<file path="src/rtl/core/swhr_pkg.sv">
`timescale 1ns / 1ps

package swhr_pkg;

    // Frame geometry
    localparam int unsigned FRAME_W = 40;
    localparam logic [5:0]  FRAME_BITS = 6'd40;

    // Configuration register indexes
    typedef enum logic [2:0] {
        REG_START_LOW   = 3'd0,
        REG_RELEASE     = 3'd1,
        REG_RESP_TMO    = 3'd2,
        REG_PULSE_CAP   = 3'd3,
        REG_ONE_THRESH  = 3'd4
    } reg_idx_t;

    // Reset values of the configuration registers
    localparam logic [15:0] START_LOW_RST  = 16'd2000;
    localparam logic [7:0]  RELEASE_RST    = 8'd30;
    localparam logic [13:0] RESP_TMO_RST   = 14'd10000;
    localparam logic [7:0]  PULSE_CAP_RST  = 8'd100;
    localparam logic [7:0]  ONE_THRESH_RST = 8'd40;

    // Reading status codes
    typedef enum logic [1:0] {
        ST_OK       = 2'd0,
        ST_TIMEOUT  = 2'd1,
        ST_CHECKSUM = 2'd2
    } status_t;

    // Protocol phases
    typedef enum logic [2:0] {
        PH_IDLE       = 3'd0,
        PH_START_LOW  = 3'd1,
        PH_RELEASE    = 3'd2,
        PH_RESP_HIGH  = 3'd3,
        PH_RESP_LOW   = 3'd4,
        PH_RESP_HIGH2 = 3'd5,
        PH_BIT_WAIT   = 3'd6,
        PH_BIT_HIGH   = 3'd7
    } phase_t;

    typedef struct packed {
        logic [15:0] start_low_ticks;
        logic [7:0]  release_ticks;
        logic [13:0] response_timeout;
        logic [7:0]  pulse_cap;
        logic [7:0]  one_threshold;
    } cfg_t;

    typedef struct packed {
        logic        drive_low;
        logic        busy;
        logic        done;
        status_t     status;
        logic [15:0] humidity;
        logic [15:0] temperature;
    } res_t;

endpackage

</file>
<file path="src/rtl/core/swhr_cfg.sv">
`timescale 1ns / 1ps

module swhr_cfg
    import swhr_pkg::*;
(
    input  logic        clk,
    input  logic        rst_n,
    input  logic        cfg_wr_en,
    input  logic [2:0]  cfg_index,
    input  logic [15:0] cfg_data,
    output cfg_t        cfg
);

    cfg_t cfg_reg;

    // Write one register per enabled cycle; unknown indexes are dropped
    always_ff @(posedge clk or negedge rst_n)
    begin
        if (!rst_n)
        begin
            cfg_reg.start_low_ticks  <= START_LOW_RST;
            cfg_reg.release_ticks    <= RELEASE_RST;
            cfg_reg.response_timeout <= RESP_TMO_RST;
            cfg_reg.pulse_cap        <= PULSE_CAP_RST;
            cfg_reg.one_threshold    <= ONE_THRESH_RST;
        end
        else if (cfg_wr_en)
        begin
            unique case (cfg_index)
                REG_START_LOW:  cfg_reg.start_low_ticks  <= cfg_data;
                REG_RELEASE:    cfg_reg.release_ticks    <= cfg_data[7:0];
                REG_RESP_TMO:   cfg_reg.response_timeout <= cfg_data[13:0];
                REG_PULSE_CAP:  cfg_reg.pulse_cap        <= cfg_data[7:0];
                REG_ONE_THRESH: cfg_reg.one_threshold    <= cfg_data[7:0];
                default:        ;
            endcase
        end
    end

    assign cfg = cfg_reg;

endmodule

</file>
<file path="src/rtl/core/swhr_decode.sv">
`timescale 1ns / 1ps

module swhr_decode
    import swhr_pkg::*;
(
    input  logic [FRAME_W-1:0] frame,
    output logic               sum_ok,
    output logic [15:0]        humidity,
    output logic [15:0]        temperature
);

    logic [7:0]  b0, b1, b2, b3, b4;
    logic [7:0]  sum;
    logic [14:0] mag;

    // Split the frame into bytes, first received byte on top
    assign b0 = frame[39:32];
    assign b1 = frame[31:24];
    assign b2 = frame[23:16];
    assign b3 = frame[15:8];
    assign b4 = frame[7:0];

    // Byte-sum checksum, carries dropped
    assign sum    = b0 + b1 + b2 + b3;
    assign sum_ok = (sum == b4);

    assign humidity = {b0, b1};

    // Sign-magnitude to two's complement; negative zero gives zero
    assign mag         = {b2[6:0], b3};
    assign temperature = b2[7] ? (16'd0 - {1'b0, mag}) : {1'b0, mag};

endmodule

</file>
<file path="src/rtl/core/swhr_ctrl.sv">
`timescale 1ns / 1ps

module swhr_ctrl
    import swhr_pkg::*;
(
    input  logic clk,
    input  logic rst_n,
    input  cfg_t cfg,
    input  logic accept,
    input  logic cmd,
    input  logic pin_level,
    output res_t res
);

    phase_t             phase_reg, phase_next;
    logic [15:0]        tick_reg, tick_next;
    logic [5:0]         bit_idx_reg, bit_idx_next;
    logic [FRAME_W-1:0] frame_reg, frame_next;
    logic [15:0]        hum_reg, hum_next;
    logic [15:0]        temp_reg, temp_next;

    logic [15:0] tick_inc;
    logic [5:0]  bit_idx_inc;
    logic        fail;
    logic        frame_end;
    logic        done;
    status_t     status;
    logic        sum_ok;
    logic [15:0] dec_hum;
    logic [15:0] dec_temp;

    assign tick_inc    = tick_reg + 16'd1;
    assign bit_idx_inc = bit_idx_reg + 6'd1;

    // Decode the frame as it stands after this beat
    swhr_decode u_decode (
        .frame       (frame_next),
        .sum_ok      (sum_ok),
        .humidity    (dec_hum),
        .temperature (dec_temp)
    );

    // Next state
    always_comb
    begin
        logic       fin_bit;
        logic [15:0] meas;

        phase_next   = phase_reg;
        tick_next    = tick_reg;
        bit_idx_next = bit_idx_reg;
        frame_next   = frame_reg;
        fin_bit      = 1'b0;
        fail         = 1'b0;
        meas         = tick_reg;
        frame_end    = 1'b0;

        if (cmd)
        begin
            phase_next   = PH_START_LOW;
            tick_next    = 16'd0;
            bit_idx_next = 6'd0;
            frame_next   = '0;
        end
        else
        begin
            unique case (phase_reg)
                PH_IDLE: ;
                PH_START_LOW:
                begin
                    tick_next = tick_inc;
                    if (tick_inc >= cfg.start_low_ticks)
                    begin
                        phase_next = PH_RELEASE;
                        tick_next  = 16'd0;
                    end
                end
                PH_RELEASE:
                begin
                    tick_next = tick_inc;
                    if (tick_inc >= {8'd0, cfg.release_ticks})
                    begin
                        phase_next = PH_RESP_HIGH;
                        tick_next  = 16'd0;
                    end
                end
                PH_RESP_HIGH, PH_RESP_HIGH2:
                begin
                    if (pin_level)
                    begin
                        tick_next = tick_inc;
                        fail      = (tick_inc > {2'd0, cfg.response_timeout});
                    end
                    else if (phase_reg == PH_RESP_HIGH)
                    begin
                        phase_next = PH_RESP_LOW;
                        tick_next  = 16'd0;
                    end
                    else
                    begin
                        phase_next   = PH_BIT_WAIT;
                        tick_next    = 16'd0;
                        bit_idx_next = 6'd0;
                        frame_next   = '0;
                    end
                end
                PH_RESP_LOW:
                begin
                    if (!pin_level)
                    begin
                        tick_next = tick_inc;
                        fail      = (tick_inc > {2'd0, cfg.response_timeout});
                    end
                    else
                    begin
                        phase_next = PH_RESP_HIGH2;
                        tick_next  = 16'd0;
                    end
                end
                PH_BIT_WAIT:
                begin
                    if (!pin_level)
                    begin
                        tick_next = tick_inc;
                        fail      = (tick_inc > {2'd0, cfg.response_timeout});
                    end
                    else
                    begin
                        phase_next = PH_BIT_HIGH;
                        tick_next  = 16'd1;
                        meas       = 16'd1;
                        fin_bit    = (cfg.pulse_cap == 8'd0);
                    end
                end
                PH_BIT_HIGH:
                begin
                    if (pin_level)
                    begin
                        tick_next = tick_inc;
                        meas      = tick_inc;
                        fin_bit   = (tick_inc > {8'd0, cfg.pulse_cap});
                    end
                    else
                    begin
                        meas    = tick_reg;
                        fin_bit = 1'b1;
                    end
                end
                default:
                begin
                    phase_next = PH_IDLE;
                    tick_next  = 16'd0;
                end
            endcase

            // Shift in one measured bit
            if (fin_bit)
            begin
                frame_next   = {frame_reg[FRAME_W-2:0],
                                (meas > {8'd0, cfg.one_threshold})};
                bit_idx_next = bit_idx_inc;
                phase_next   = PH_BIT_WAIT;
                tick_next    = 16'd0;
                frame_end    = (bit_idx_inc >= FRAME_BITS);
            end

            // Close the reading on the last bit
            if (frame_end)
            begin
                phase_next = PH_IDLE;
                tick_next  = 16'd0;
            end

            // Abort on any wait timeout
            if (fail)
            begin
                phase_next = PH_IDLE;
                tick_next  = 16'd0;
            end
        end
    end

    // Flag the end of a reading and its outcome
    always_comb
    begin
        done   = frame_end || fail;
        status = ST_OK;
        if (fail)
            status = ST_TIMEOUT;
        else if (frame_end && !sum_ok)
            status = ST_CHECKSUM;
    end

    // Keep the last good reading
    always_comb
    begin
        hum_next  = hum_reg;
        temp_next = temp_reg;
        if (done && status == ST_OK)
        begin
            hum_next  = dec_hum;
            temp_next = dec_temp;
        end
    end

    // Result fields for this beat
    always_comb
    begin
        res.drive_low   = (phase_next == PH_START_LOW);
        res.busy        = (phase_next != PH_IDLE);
        res.done        = done;
        res.status      = status;
        res.humidity    = hum_next;
        res.temperature = temp_next;
    end

    // Advance state on each accepted beat
    always_ff @(posedge clk or negedge rst_n)
    begin
        if (!rst_n)
        begin
            phase_reg   <= PH_IDLE;
            tick_reg    <= 16'd0;
            bit_idx_reg <= 6'd0;
            frame_reg   <= '0;
            hum_reg     <= 16'd0;
            temp_reg    <= 16'd0;
        end
        else if (accept)
        begin
            phase_reg   <= phase_next;
            tick_reg    <= tick_next;
            bit_idx_reg <= bit_idx_next;
            frame_reg   <= frame_next;
            hum_reg     <= hum_next;
            temp_reg    <= temp_next;
        end
    end

endmodule

</file>
<file path="src/rtl/core/single_wire_humidity_sensor_reader.sv">
`timescale 1ns / 1ps
// Output: a result beat is registered and offered in the cycle after its input beat is taken.
// Throughput: one input beat per cycle while the output is empty or out_ready is high;
// the single output register is refilled in the same cycle it is drained.
// Reset: rst_n clears the phase, counters, frame and last reading, and
// loads the configuration defaults; no result is pending after reset.

module single_wire_humidity_sensor_reader
    import swhr_pkg::*;
(
    input  logic               clk,
    input  logic               rst_n,
    input  logic               cfg_wr_en,
    input  logic [2:0]         cfg_index,
    input  logic [15:0]        cfg_data,
    input  logic               in_valid,
    output logic               in_ready,
    input  logic               cmd,
    input  logic               pin_level,
    output logic               out_valid,
    input  logic               out_ready,
    output logic               drive_low,
    output logic               busy_res,
    output logic               done_res,
    output logic [1:0]         status,
    output logic [15:0]        humidity_tenths,
    output logic signed [15:0] temperature_tenths
);

    cfg_t cfg;
    res_t res;
    res_t res_reg;
    logic out_valid_reg;
    logic accept;

    swhr_cfg u_cfg (
        .clk       (clk),
        .rst_n     (rst_n),
        .cfg_wr_en (cfg_wr_en),
        .cfg_index (cfg_index),
        .cfg_data  (cfg_data),
        .cfg       (cfg)
    );

    swhr_ctrl u_ctrl (
        .clk       (clk),
        .rst_n     (rst_n),
        .cfg       (cfg),
        .accept    (accept),
        .cmd       (cmd),
        .pin_level (pin_level),
        .res       (res)
    );

    // Take a beat whenever the output register is empty or being drained
    assign in_ready = !out_valid_reg || out_ready;
    assign accept   = in_valid && in_ready;

    // Hold the result beat until taken
    always_ff @(posedge clk or negedge rst_n)
    begin
        if (!rst_n)
        begin
            out_valid_reg <= 1'b0;
        end
        else if (accept)
        begin
            out_valid_reg <= 1'b1;
        end
        else if (out_ready)
        begin
            out_valid_reg <= 1'b0;
        end
    end

    always_ff @(posedge clk)
    begin
        if (accept)
        begin
            res_reg <= res;
        end
    end

    assign out_valid          = out_valid_reg;
    assign drive_low          = res_reg.drive_low;
    assign busy_res           = res_reg.busy;
    assign done_res           = res_reg.done;
    assign status             = res_reg.status;
    assign humidity_tenths    = res_reg.humidity;
    assign temperature_tenths = res_reg.temperature;

endmodule

</file>
<file path="config.mk">
export PLATFORM = sky130hd
export DESIGN_NAME = single_wire_humidity_sensor_reader
export DESIGN_NICKNAME = d
export VERILOG_FILES = /design/src/rtl/core/swhr_pkg.sv /design/src/rtl/core/swhr_cfg.sv /design/src/rtl/core/swhr_decode.sv /design/src/rtl/core/swhr_ctrl.sv /design/src/rtl/core/single_wire_humidity_sensor_reader.sv
export SDC_FILE = /design/constraint.sdc
export NUM_CORES = 1
export LEC_CHECK = 0
export BUFFER_PORTS_ARGS = -buffer_cell sky130_fd_sc_hd__buf_4
export CAP_MARGIN = 15
export CORE_UTILIZATION = 55
export CTS_CLUSTER_DIAMETER = 30
export DETAILED_ROUTE_END_ITERATION = 8
export PLACE_DENSITY = 0.76
export RECOVER_POWER = 50
export SLEW_MARGIN = 10
export SYNTH_ARGS = -nofsm -noshare
export SYNTH_HDL_FRONTEND = slang
export SYNTH_HIERARCHICAL = 1
export SYNTH_SLANG_ARGS = --single-unit
</file>
<file path="constraint.sdc">
create_clock -name clk -period 15 [get_ports clk]
set_input_delay 1.5 -clock clk [delete_from_list [all_inputs] [get_ports clk]]
set_output_delay 1.5 -clock clk [all_outputs]
set_load 0.005 [all_outputs]
</file>
## After elaboration in Yosys (flattened, before gate mapping)

Index checks and enable logic that the tools add are counted.

| operators by class | value |
|---|---|
| $add $sub $neg | 6 |
| equal/unequal tests | 15 |
| order comparisons | 6 |
| muxes and demuxes | 54 |
| reduce and logical (&&, ||, !) cells | 23 |

Operator list:

| cell | number |
|---|---|
| 2-to-1 mux 16 bit | 15 |
| 2-to-1 mux 40 bit | 5 |
| case mux 16 bit (6 select lines) | 1 |
| greater-than comparator 16 x 8 -> 1 bit | 2 |
| case mux 16 bit (2 select lines) | 1 |
| 2-to-1 mux 6 bit | 5 |
| 2-to-1 mux 3 bit | 9 |
| adder 8 bit | 3 |
| adder 16 x 1 -> 16 bit, second input constant | 1 |
| >= comparator 16 bit | 1 |
| >= comparator 16 x 8 -> 1 bit | 1 |
| greater-than comparator 16 x 14 -> 1 bit | 1 |
| subtractor 1 x 15 -> 16 bit, first input constant | 1 |
| == test 3 bit, second input constant | 5 |
| case mux 3 bit (5 select lines) | 1 |
| == test 3 x 2 -> 1 bit, second input constant | 4 |
| 2-to-1 mux 1 bit | 12 |
| AND reduction 2 bit | 6 |
| nonzero test 10 bit | 1 |
| == test 3 x 1 -> 1 bit, second input constant | 3 |
| == test 8 bit | 1 |
| logical NOT 8 bit | 1 |
| adder 6 x 1 -> 6 bit, second input constant | 1 |
| >= comparator 6 bit, second input constant | 1 |
| 13 further kinds | 22 |

| word-level totals | value |
|---|---|
| output and inout port bits | 39 |
| register bits after elaboration | 189 |
| word-level logic and storage cells | 122 |
| bits of input ports | 26 |

## Logic depth before layout (Yosys ltp)

| logic depth | value |
|---|---|
| depth after elaboration | 18 |
| depth in mapped cells | 30 |
| mapped depth without buffers | 26 |

## Hierarchy

Netlist, hierarchy kept.

Modules (own cells, without submodules):

| module | cells an instance | instances | area each (µm²) | seq. area each (µm²) |
|---|---|---|---|---|
| swhr_ctrl | 847 | 1 | 7488.4 | 2427.3 |
| swhr_cfg | 118 | 1 | 2080.7 | 1376.3 |
| single_wire_humidity_sensor_reader | 41 | 1 | 1164.9 | 1136.1 |
| swhr_decode | 126 | 1 | 1101.1 | 0.0 |

## Least setup slack after synthesis

OpenSTA, ideal clock, no wires.

| path | value |
|---|---|
| path type | input-to-reg |
| from | input port pin_level |
| to | register res_reg (netlist bit humidity_tenths[0]), data pin |
| library setup time | 260 ps |
| setup slack | 8320 ps |
| cell stages on the path | 21 |
| required time | 14740 ps |
| data arrival time | 6421 ps |
| path through | nand3_1 > nor4_1 > nand4b_1 > o22a_1 > nand2b_1 > clkbuf_1 > buf_2 > a21oi_1 > fa_1 > inv_1 > fa_1 > inv_1 > ha_1 > fa_1 > xor2_1 > nor4_1 > nand3_1 > nor3_1 > nor3b_2 > buf_2 > mux2_2 |

RTL lines:

| what | RTL line | source |
|---|---|---|
| start: declaration | single_wire_humidity_sensor_reader.sv:19 | `input logic pin_level,` |
| end signal: assignment | single_wire_humidity_sensor_reader.sv:80 | `res_reg <= res;` |
| end: declaration | single_wire_humidity_sensor_reader.sv:32 | `res_t res_reg;` |

## Worst setup path in the final report

| path | value |
|---|---|
| from | register u_ctrl.tick_reg[0] |
| to | register u_ctrl.hum_reg[13] |

RTL lines:

| what | RTL line | source |
|---|---|---|
| start: declaration | swhr_ctrl.sv:16 | `logic [15:0] tick_reg, tick_next;` |
| start signal: assignment | swhr_ctrl.sv:232 | `tick_reg <= tick_next;` |
| adder 16 x 1 -> 16 bit | swhr_ctrl.sv:32 | `assign tick_inc = tick_reg + 16'd1;` |
| greater-than comparator 16 x 8 -> 1 bit | swhr_ctrl.sv:141 | `fin_bit = (tick_inc > {8'd0, cfg.pulse_cap});` |
| 2-to-1 mux 1 bit | swhr_ctrl.sv:137 | `if (pin_level)` |
| case mux 1 bit (2 select lines) | swhr_ctrl.sv:67 | `unique case (phase_reg)` |
| 2-to-1 mux 1 bit | swhr_ctrl.sv:58 | `if (cmd)` |
| 2-to-1 mux 40 bit | swhr_ctrl.sv:157 | `if (fin_bit)` |
| 2-to-1 mux 40 bit | swhr_ctrl.sv:58 |  |
| named net u_ctrl.frame_next[17] | swhr_ctrl.sv:18 | `logic [FRAME_W-1:0] frame_reg, frame_next;` |
| (+3 left out) | n/a |  |
| named net u_ctrl.sum_ok | swhr_ctrl.sv:28 | `logic sum_ok;` |
| logical NOT 1 bit | swhr_ctrl.sv:190 | `else if (frame_end && !sum_ok)` |
| logical AND 1 bit | swhr_ctrl.sv:190 |  |
| 2-to-1 mux 2 bit | swhr_ctrl.sv:190 |  |
| 2-to-1 mux 2 bit | swhr_ctrl.sv:188 | `if (fail)` |
| logical NOT 2 bit | swhr_ctrl.sv:199 | `if (done && status == ST_OK)` |
| logical AND 1 bit | swhr_ctrl.sv:199 |  |
| 2-to-1 mux 16 bit | swhr_ctrl.sv:199 |  |
| end signal: assignment | swhr_ctrl.sv:235 | `hum_reg <= hum_next;` |
| end: declaration | swhr_ctrl.sv:19 | `logic [15:0] hum_reg, hum_next;` |

The timed path passes the listed nets, and every way through them passes these cells. The select of a mux whose other input is x is not followed.
A chain may end at the register's enable or synchronous reset.

==> results.md <==
- Hold Crit Class: flop to flop
- Count of different cell masters after synthesis: 82
- Vias in the first global route: 8318
- Yosys reg bits: 189
- Warnings, synthesis: 6
- Area of the multi-input gates: 0.00617 sq mm
- Worst Path Required: 15330 ps
- Pin count of the biggest net entering global routing: 78
- Grt ovf: 0
- Seq/Total Area, Yosys: 41.7%
- CTS clock-pin slew for the worst setup and hold paths: 90 ps
- Syn Std Cell Area: 0.0118 sq mm
- Primary FF master, synth: dfrtp_1
- Fmax: 0.126 GHz
- TritonCTS Sinks: 189
- Fillers: 1715
- Die area: 0.0221 sq mm
- Share of cells above drive strength 1: 24.6%
- Pre-antenna DRT Iters: 5
- Sw Pwr: 0.513 mW
- Nets: 1256
- Yosys top cell area share: 27.9%
- Hpwl dp: 17800 um
- Post-synthesis cell count: 1132
- Slew at the pin closest to its max-slew limit: 4090 ps
- Worst Path Class, Setup: flop to flop
- N_diodes: 0
- Sw Share: 33.8%
- Worst hold slack: 491 ps
- Antenna violations before repair: 0
- Max reg flops: 54
- CTS Buf Count: 17
- MaxCap Viol Count: 4
- Hold-fix buffers, CTS: 0
- Final hold viol count: 0
- Crit start category: flop
- Gpl congestion: 0.926
- Max_slew headroom: -173%
- Cell Rows: 53
- Violated checks: capacitance limit, slew limit
- Vias: 8595
- Lkg Pwr: 6.05 nW
- WL per Instance: 18.0 um
- Crit path time final: 7930 ps
- Overall routing resource usage: 24.6%
- Final period utilization: 52.9%
- Gates resized, CTS repair: 0
- Iter 0 DRT Violations: 674
- Number of flops mapped to enable cells by yosys: 37
- Worst Path Arrival: 8260 ps
- Max FO, Critical Path: 41
- Core footprint: 0.0211 sq mm
- Die X: 149 um
- H-tree levels: 4
- DRC viols: 0
- Vias per cell: 5.99
- Root Driver: clkbuf_16
- VDD IR max: 79.1 uV
- TNS Setup: 0 ps
- Setup crit end kind: flop
- Final ANT Viol Nets: 0
- P&R area growth vs syn: 9.15%
- Post-CTS Setup Inserts: 0
- Logic pwr share: 25.7%
- Pwr per Cell Area: 117 mW/mm^2
- Final Max Tran Viols: 243
- RSZ-0062 raised after global routing: false
- Clock buffer depth: 2
- Internal Power: 1.00 mW
- Ys async rst share: 80.4%
- Global-route wire length before repair: 43000 um
- CTS tree: done
- # IOs: 65
- Worst Skew: 19.4 ps
- Net count after synthesis: 1240
- Sequential power share: 41.9%
- Core Util, Final: 61.3%
- Clock power frac: 32.4%
- Number of I/O port buffers: 64
- Synthesized area per cell: 10.5 sq um
- Die H: 149 um
- Status: complete, but fails checks
- DRT Wirelength: 25900 um
- Starting Density: 56.1%
- Synth area leaders: dfrtp_1 (28%), mux2_2 (15%), edfxtp_1 (9.4%), ha_1 (7.2%), dfstp_2 (4.4%)
- Most area-hungry cell type in the Yosys netlist: dfrtp_1
- Clock Latency Late Sink: 450 ps
- Setup violators final: 0
- Sequential Area: 0.00494 sq mm
layout make-up:
cell class,instances,area share (%)
Timing Repair Buffer,77,4.04
Multi-Input combinational cell,786,47.7
Sequential cell,189,38.2
Tap cell,275,2.66
Inverter,77,2.24
Clock buffer,17,3.29
Clock inverter,15,1.78
routing by layer:
metal	GRT usage, %	vias up	wire length [um]
li1	-	4037	-
met1	35.1	4225	11900
met3	4.11	36	1570
met2	38.1	297	12000
met4	7.89	0	414
met5	0	-	0
worst paths after layout:
path,from,end,slack (ps),cells past startpoint
min reg2reg,u_cfg/cfg[39]$_DFFE_PN0P_,u_cfg/cfg[39]$_DFFE_PN0P_,490,1
max reg2reg,u_ctrl/tick_reg[0]$_DFFE_PN0P_,u_ctrl/hum_reg[13]$_DFFE_PN0P_,7070,23
min,u_cfg/cfg[39]$_DFFE_PN0P_,u_cfg/cfg[39]$_DFFE_PN0P_,490,1
min in group asynchronous,rst_n,u_cfg/cfg[18]$_DFFE_PN0P_,2490,1
max,u_ctrl/tick_reg[0]$_DFFE_PN0P_,u_ctrl/hum_reg[13]$_DFFE_PN0P_,7070,23
max in group asynchronous,rst_n,u_ctrl/hum_reg[11]$_DFFE_PN0P_,7170,2
worst max-delay path: stages (launching register included):
cell	delay, ps
dfrtp_1	700
ha_1	430
nand3_1	250
nor3_1	470
xor2_1	290
or4_4	660
o22a_1	260
nand2b_1	90
buf_4	370
a21oi_1	290
fa_1	580
inv_1	60
fa_1	470
inv_1	40
ha_1	200
fa_1	490
xor2_1	170
nor4_1	260
nand3_1	110
nor3_1	270
nor3b_4	260
nand2_1	310
buf_4	430
mux2_2	320
per-stage QoR:
step / setup slack [ps] / cells / power, mW / instance area, sq um
finish: 7070 / 1436 / 1.52 / 12900
global route: 5650 / 1436 / 1.59 / 12900
CTS: 7280 / 1436 / 1.52 / 13000
detailed placement: 7200 / 1404 / 1.03 / 12400
global placement: 7430 / 1404 / 1.01 / 12400
floorplan: 8320 / 1132 / 0.920 / 11800
power by group through the flow:
stage / logic [mW] / registers (mW) / clock network (mW)
floorplan: 0.297 / 0.623 / 0
global placement: 0.373 / 0.642 / 0
detailed placement: 0.382 / 0.644 / 0
CTS: 0.387 / 0.634 / 0.498
global route: 0.431 / 0.645 / 0.517
finish: 0.389 / 0.635 / 0.491
cell usage after synthesis (3+ instances only):
cell,instances
mux2_2,158
dfrtp_1,132
nand2_1,91
inv_1,75
nor2_1,74
a21oi_1,69
ha_1,68
o21ai_0,48
edfxtp_1,37
xnor2_1,34
clkbuf_1,29
buf_4,27
nand3_1,24
dfstp_2,20
buf_2,19
xor2_1,15
fa_1,14
nor3_1,14
a31oi_1,12
and3_1,12
nand4_1,12
nand2b_1,10
nor4_1,7
o31ai_1,7
a211oi_1,6
a21o_1,6
and2_1,6
a311oi_1,5
nor2b_1,5
o211ai_1,5
mux2i_1,4
o21a_1,4
o22ai_1,4
o41ai_1,4
a211o_1,3
a22o_1,3
and4_1,3
nor4bb_1,3
o311ai_0,3
cell families (layout without fill, tap and decap cells):
family / after synthesis / in the layout / share of synthesized area, %
and+or+nand+nor: 287 / 287 / 12.4
AOI/OAI and AO/OA: 205 / 205 / 11.0
DFF: 189 / 189 / 41.7
muxes: 163 / 163 / 15.5
buffers and inverters: 157 / 186 / 6.16
adders and majority gates: 82 / 82 / 9.56
xor gates and xnor gates: 49 / 49 / 3.63
placed cells by master (no fill, tap or decap), types with 6 or more instances in the layout:
cell       Yosys  final
clkbuf_16      0     17
and2_1         6      6
fa_1          14     14
dfrtp_1      132    132
inv_1         75     75
nand2_1       91     91
xnor2_1       34     34
o21ai_0       48     48
a21oi_1       69     69
ha_1          68     68
nand4_1       12     12
clkbuf_4       0     31
o31ai_1        7      7
xor2_1        15     15
nand3_1       24     24
and3_1        12     12
nor3_1        14     14
dfstp_2       20     20
nand2b_1      10     11
clkbuf_1      29     15
nor2_1        74     74
edfxtp_1      37     37
nor4_1         7      7
buf_4         27     31
mux2_2       158    154
a211oi_1       6      6
a21o_1         6      6
a31oi_1       12     11
(Power assumes the default switching activity.)
